<file path="src/design/zci_pkg.sv">
// ----------------------------------------------------------------------------
// zci_pkg - shared types and constants for the zero-crossing interpolator
// Sequencer states, crossing kind codes and default field widths.
// ----------------------------------------------------------------------------
package zci_pkg;

  localparam int unsigned DEF_X_WIDTH = 32;
  localparam int unsigned DEF_Y_WIDTH = 24;

  localparam logic [1:0] KIND_ZERO = 2'd0;
  localparam logic [1:0] KIND_RISE = 2'd1;
  localparam logic [1:0] KIND_FALL = 2'd2;

  typedef enum logic [1:0] {
    ST_IDLE,
    ST_PREP,
    ST_DIV,
    ST_FIN
  } state_t;

endpackage

</file>
<file path="src/design/zero_crossing_interpolator_top.sv">
// ----------------------------------------------------------------------------
// zero_crossing_interpolator_top - zero-crossing detector, linear interpolation
// Finds the zeros of a sampled function and reports their abscissae.
// ----------------------------------------------------------------------------
// Samples (x, y) arrive one word at a time in rising x order; tuser set marks
// the first sample of a new function. A sample with y exactly zero gives its
// own x (kind 0). Otherwise a strict sign change against the previous sample
// gives x0 - y0*(x1-x0)/(y1-y0), truncated toward zero in raw x units, kind 1
// for a rising and kind 2 for a falling crossing. x is signed two's complement
// (Q16.16 at the default 32 bits), y a signed integer. Each accepted word is
// examined in a prepare state: with nothing found the block goes back to idle,
// an exact zero goes on to the finish state, and an interpolated crossing
// first passes through a shared mul-div unit that walks the X_WIDTH+1 bits
// of |x1-x0| one per cycle, doing two compare-and-subtract steps against
// |y1-y0| each cycle. The result sits in an output register, so a new word is
// taken while a result waits downstream; the block holds off new words while it
// is busy with one, also while a finished result waits for the output register.
// ----------------------------------------------------------------------------
module zero_crossing_interpolator_top
  import zci_pkg::*;
#(
  parameter int unsigned X_WIDTH = DEF_X_WIDTH,
  parameter int unsigned Y_WIDTH = DEF_Y_WIDTH
) (
  input  logic                                   clk,
  input  logic                                   rst,
  // input sample stream
  input  logic                                   s_tvalid,
  output logic                                   s_tready,
  // s_tdata: sample_x [X_WIDTH-1:0], sample_y [X_WIDTH+Y_WIDTH-1:X_WIDTH], zero pad
  input  logic [((X_WIDTH+Y_WIDTH+7)/8)*8-1:0]   s_tdata,
  // s_tuser: first_sample [0]
  input  logic                                   s_tuser,
  // crossing result stream
  output logic                                   m_tvalid,
  input  logic                                   m_tready,
  // m_tdata: crossing_x [X_WIDTH-1:0], zero pad
  output logic [((X_WIDTH+7)/8)*8-1:0]           m_tdata,
  // m_tuser: crossing_kind [1:0]
  output logic [1:0]                             m_tuser
);

  localparam int unsigned OUT_TDATA_W = ((X_WIDTH + 7) / 8) * 8;
  localparam int unsigned CNT_W       = $clog2(X_WIDTH + 1);
  localparam int unsigned REM_W       = Y_WIDTH + 2;

  state_t state, state_next;

  // captured sample and the one before it
  logic signed [X_WIDTH-1:0] cur_x;
  logic signed [Y_WIDTH-1:0] cur_y;
  logic                      cur_first;
  logic signed [X_WIDTH-1:0] prev_x;
  logic signed [Y_WIDTH-1:0] prev_y;
  logic                      have_prev;

  // mul-div operands and working registers
  logic [X_WIDTH:0]          mag_dx;   // shifted left, MSB consumed each step
  logic [Y_WIDTH-1:0]        mag_y0;
  logic [Y_WIDTH:0]          mag_dy;
  logic [REM_W-1:0]          rem;
  logic [X_WIDTH:0]          quo;
  logic [CNT_W-1:0]          cnt;
  logic                      neg;
  logic [X_WIDTH-1:0]        base_x;
  logic [1:0]                kind;

  // output register
  logic [X_WIDTH-1:0]        out_x;
  logic [1:0]                out_kind;

  logic accept;
  logic load;

  // decision on the captured word
  logic                      use_prev;
  logic                      is_zero;
  logic                      is_cross;
  logic signed [X_WIDTH:0]   dx;
  logic signed [Y_WIDTH:0]   dy;

  // one step of the shared unit
  logic [REM_W-1:0]          t1, r1, t2, r2;
  logic [REM_W-1:0]          d_ext;
  logic                      c1, c2;
  logic [X_WIDTH:0]          res_wide;

  assign s_tready = (state == ST_IDLE);
  assign accept   = s_tvalid & s_tready;
  assign load     = (state == ST_FIN) && (!m_tvalid || m_tready);

  assign m_tdata  = OUT_TDATA_W'(out_x);
  assign m_tuser  = out_kind;

  always_comb begin
    use_prev = have_prev && !cur_first;
    is_zero  = (cur_y == '0);
    is_cross = use_prev &&
               (((prev_y < 0) && (cur_y > 0)) || ((prev_y > 0) && (cur_y < 0)));
    dx = {cur_x[X_WIDTH-1], cur_x} - {prev_x[X_WIDTH-1], prev_x};
    dy = {cur_y[Y_WIDTH-1], cur_y} - {prev_y[Y_WIDTH-1], prev_y};
  end

  // two restoring steps: double the remainder and reduce it by dy, then add y0 if the dx bit is set and reduce again
  always_comb begin
    d_ext = REM_W'(mag_dy);
    t1    = {rem[REM_W-2:0], 1'b0};
    c1    = (t1 >= d_ext);
    r1    = c1 ? (t1 - d_ext) : t1;
    t2    = r1 + (mag_dx[X_WIDTH] ? REM_W'(mag_y0) : '0);
    c2    = (t2 >= d_ext);
    r2    = c2 ? (t2 - d_ext) : t2;
    res_wide = neg ? ({1'b0, base_x} + quo) : ({1'b0, base_x} - quo);
  end

  // sequencer
  always_ff @(posedge clk) begin
    if (rst) begin
      state <= ST_IDLE;
    end else begin
      state <= state_next;
    end
  end

  always_comb begin
    state_next = state;
    unique case (state)
      ST_IDLE: begin
        if (accept) state_next = ST_PREP;
      end
      ST_PREP: begin
        if (is_zero)       state_next = ST_FIN;
        else if (is_cross) state_next = ST_DIV;
        else               state_next = ST_IDLE;
      end
      ST_DIV: begin
        if (cnt == CNT_W'(X_WIDTH)) state_next = ST_FIN;
      end
      ST_FIN: begin
        if (load) state_next = ST_IDLE;
      end
      default: state_next = ST_IDLE;
    endcase
  end

  // stored sample history
  always_ff @(posedge clk) begin
    if (rst) begin
      prev_x    <= '0;
      prev_y    <= '0;
      have_prev <= 1'b0;
    end else if (state == ST_PREP) begin
      prev_x    <= cur_x;
      prev_y    <= cur_y;
      have_prev <= 1'b1;
    end
  end

  // datapath
  always_ff @(posedge clk) begin
    if (accept) begin
      cur_x     <= s_tdata[X_WIDTH-1:0];
      cur_y     <= s_tdata[X_WIDTH+Y_WIDTH-1:X_WIDTH];
      cur_first <= s_tuser;
    end
    if (state == ST_PREP) begin
      rem <= '0;
      quo <= '0;
      cnt <= '0;
      if (is_zero) begin
        base_x <= cur_x;
        neg    <= 1'b0;
        kind   <= KIND_ZERO;
      end else begin
        base_x <= prev_x;
        mag_dx <= dx[X_WIDTH] ? (X_WIDTH+1)'(-dx) : (X_WIDTH+1)'(dx);
        mag_y0 <= prev_y[Y_WIDTH-1] ? Y_WIDTH'(-prev_y) : Y_WIDTH'(prev_y);
        mag_dy <= dy[Y_WIDTH] ? (Y_WIDTH+1)'(-dy) : (Y_WIDTH+1)'(dy);
        neg    <= (dx[X_WIDTH] ^ prev_y[Y_WIDTH-1]) ^ dy[Y_WIDTH];
        kind   <= prev_y[Y_WIDTH-1] ? KIND_RISE : KIND_FALL;
      end
    end
    if (state == ST_DIV) begin
      rem    <= r2;
      quo    <= {quo[X_WIDTH-1:0], 1'b0} + (X_WIDTH+1)'(c1) + (X_WIDTH+1)'(c2);
      mag_dx <= {mag_dx[X_WIDTH-1:0], 1'b0};
      cnt    <= cnt + 1'b1;
    end
    if (load) begin
      out_x    <= res_wide[X_WIDTH-1:0];
      out_kind <= kind;
    end
  end

  // result handshake
  always_ff @(posedge clk) begin
    if (rst) begin
      m_tvalid <= 1'b0;
    end else if (load) begin
      m_tvalid <= 1'b1;
    end else if (m_tready) begin
      m_tvalid <= 1'b0;
    end
  end

endmodule

</file>
<file path="config.mk">
export PLATFORM = sky130hd
export DESIGN_NAME = zero_crossing_interpolator_top
export DESIGN_NICKNAME = d
export VERILOG_FILES = /design/src/design/zci_pkg.sv /design/src/design/zero_crossing_interpolator_top.sv
export SDC_FILE = /design/constraint.sdc
export NUM_CORES = 1
export LEC_CHECK = 0
export BUFFER_PORTS_ARGS = -buffer_cell sky130_fd_sc_hd__buf_2
export CAP_MARGIN = 20
export CORE_UTILIZATION = 60
export DETAILED_ROUTE_END_ITERATION = 8
export PLACE_DENSITY = 0.78
export SETUP_SLACK_MARGIN = 0.2
export SYNTH_ARGS = -nofsm -noshare
export SYNTH_HDL_FRONTEND = slang
export SYNTH_SLANG_ARGS = --single-unit
</file>
<file path="constraint.sdc">
create_clock -name clk -period 9.15 [get_ports clk]
set_input_delay 2.2875 -clock clk [delete_from_list [all_inputs] [get_ports clk]]
set_output_delay 2.2875 -clock clk [all_outputs]
set_load 0.05 [all_outputs]
</file>
==> flow_summary.yaml <==
job:
  cap_violations: 0
placement:
  post-dp-hpwl_um: 44720
  gp_congestion: 0.9852
  port_buffers: 96
  place_inst: 3137
cells_and_area:
  antenna_cells: 0
  drive_gt1_share_pct: 9.132
  area_growth_syn_to_layout_pct: 9.325
  nFillCells: 3195
  stdcell_count: 3208
  final_cell_mix: "270 x edfxtp_1, 247 x nor2_1, 214 x nand2_1"
  nNetsFinal: 2896
  mostFrequentLayoutCell: "edfxtp_1"
routing:
  drc: 0
  vias_per_cell: 6.177
  antenna_left: 0
  vias: 19816
  firstDrtPassIters: 5
  wl_per_cell_um: 18.71
  drt-initial-drc-count: 1673
  drt_wl_total_um: 60020
global_route:
  grt_pass1_wl_um: 95520
  antenna_found_initial: 0
  grt_pass1_vias: 18651
  overflow: 0
  grt_use_total_pct: 28.97
  grt_max_degree: 86
worst_setup_path:
  crit_required_ns: 9.45
  timing.critical_path.buf_inv: 3
  critPathKind: "reg2reg"
  crit_path_start_kind: "flip-flop"
  cpMaxStageDelayCell: "edfxtp_1"
  cp.arrival_ns: 8.68
  cpPeakStageDelay_ns: 0.43
  end_kind: "flip-flop"
  crit_fanout: 16
  crit_top_cell: "ha_1"
  critPathTopFamily: "compound AO/OA/AOI/OAI gates"
cts:
  cts_sinks: 331
  cts_tree: "built"
  cts.htree.levels: 2
  cts-root-buf: "clkbuf_16"
  numCtsBuffers: 37
  cts.path.max_buffers: 3
  clk_pin_slew_worst_paths_ns: 0.06
  insertion_delay_ns: 0.57
sta:
  slew_violations: 0
  final-hold-violation-count: 0
  max_freq_mhz: 119.3
  period_share_pct: 91.60
  setup_violations: 0
  tightest_slew_ns: 0.9300
  slew_headroom_pct: 38.00
  rsz0062_at_grt: "no"
  finalSetupTns_ns: 0
  skew_ns: 0.02226
  finalCriticalPeriod_ns: 8.381
synthesis:
  netlist_instances: 2602
  synth_warnings: 0
  ys_ff_latch: 331
  synth_cell_types: 92
  synth.cell_area_mm2: 0.02408
  synth-main-ff-cell: "edfxtp_1"
  synth_edf_count: 270
  ys_seq_area_share_pct: 38.73
  async_flop_share_pct: 0
  syn-num-nets: 2844
  avgSynthCellArea_um2: 9.256
pwr:
  peakVddDrop_mv: 0.2016
  leakagePower_nw: 10.29
  power_density_mw_per_mm2: 265.6
  power_mw: 6.994
die:
  dieArea_mm2: 0.04095
  die_height_um: 202.4
  rows: 73
  core_area_mm2: 0.03964
  initial_utilization_pct: 60.76
  die_w_um: 202.4
  io_pins: 97
worst_hold_path:
  min_path_type: "reg2reg"
outcome:
  status: "complete, no violations"
[routing by layer]
metal | vias up | routed length [um] | track usage [%]
li1 | 9560 | - | -
met1 | 9463 | 27780 | 41.87
met2 | 699 | 26250 | 44.19
met3 | 94 | 4617 | 5.385
met4 | 0 | 1362 | 8.271
met5 | - | 0 | 0
[where the power goes]
group          switching (mW)  internal (mW)
sequential              0.113           1.88
clock                   0.640          0.912
combinational            2.05           1.40
[timing repair]
| action | CTS | global route |
|---|---|---|
| gates resized for setup | 0 | 14 |
| setup endpoints to repair | 0 | 29 |
| setup buffers | 0 | 1 |
| hold buffers | 0 | 0 |
[stage by stage]
| stage | util [%] | area, um^2 | setup slack [ns] | hold slack (ns) |
|---|---|---|---|---|
| 2_1_floorplan | - | 24080 | 1.014 | 0.4003 |
| 3_3_place_gp | 62.99 | 24970 | 0.5362 | 0.4035 |
| 3_5_place_dp | 62.99 | 24970 | 0.2476 | 0.4133 |
| 4_1_cts | 66.20 | 26240 | 0.2023 | 0.4276 |
| 5_1_grt | 66.42 | 26330 | 0.2048 | 0.4350 |
| 6_report | 66.42 | 26330 | 0.7688 | 0.4238 |
[area by class of cell]
cell class / count / area [um^2] / share of cell area [%]
clock buffer: 53 / 1110 / 4.215
clock inverter: 15 / 163.9 / 0.6225
timing repair buffer: 118 / 658.1 / 2.500
sequential: 331 / 9329 / 35.43
tap: 525 / 656.9 / 2.495
multi-input combinational: 2014 / 13840 / 52.57
inverter: 152 / 570.5 / 2.167
[logic make-up after synthesis]
family | count (synthesis) | synth area share (%)
simple gates | 825 | 16.45
compound gates | 660 | 17.83
flops | 331 | 38.73
buf+inv | 257 | 4.161
xor+xnor | 251 | 9.128
fa+ha+maj | 181 | 9.590
mux | 97 | 4.099
[worst reg2reg max path: cells and delay by family, from the launching register on]
family	cells	cell delay [ns]
xor+xnor	1	0.14
mux	1	0.29
fa+ha+maj	5	1.39
buf+inv	3	0.54
flops	1	0.43
compound gates	18	3.86
simple gates	8	1.45
[synth_stat cells, types with 28 or more instances]
master      n  share of area [%]
edfxtp_1  270                 34
nor2_1    249                3.9
nand2_1   214                3.3
a21oi_1   182                3.8
ha_1      175                9.1
xnor2_1   160                5.8
o21ai_0   158                3.3
inv_1     149                2.3
xor2_1     91                3.3
clkbuf_1   87                1.4
mux2i_1    84                3.5
a21o_1     82                2.6
dfxtp_1    61                5.1
nand3_1    56                1.2
nor3_1     54                1.1
and2_1     50                1.3
nand4_1    36               0.94
nor4_1     28               0.73
o21a_1     28               0.87
[path summary, 6_finish.rpt]
check / start / endpoint / slack (ns) / depth (start not counted)
worst min register to register: kind[0]$_SDFFCE_PP0P_ / m_tuser[0]$_DFFE_PP_ / 0.42 / 0
worst max register to register: rem[6]$_SDFFCE_PN0P_ / quo[28]$_SDFFCE_PN0P_ / 0.77 / 36
worst max-delay path: rem[6]$_SDFFCE_PN0P_ / quo[28]$_SDFFCE_PN0P_ / 0.77 / 36
worst min-delay path: kind[0]$_SDFFCE_PP0P_ / m_tuser[0]$_DFFE_PP_ / 0.42 / 0
[flip-flops by register name, summed over array words and instances, names as in the netlist, 2 cells and up, named ones only]
| signal | count |
|---|---|
| mag_dx | 33 |
| mag_dy | 25 |
| m_tuser | 2 |
| cnt | 6 |
| mag_y0 | 24 |
| base_x | 32 |
| prev_x | 32 |
| cur_y | 24 |
| quo | 32 |
| rem | 25 |
| cur_x | 32 |
| kind | 2 |
| m_tdata | 32 |
| prev_y | 24 |
Power figures use the tool's default switching activity.
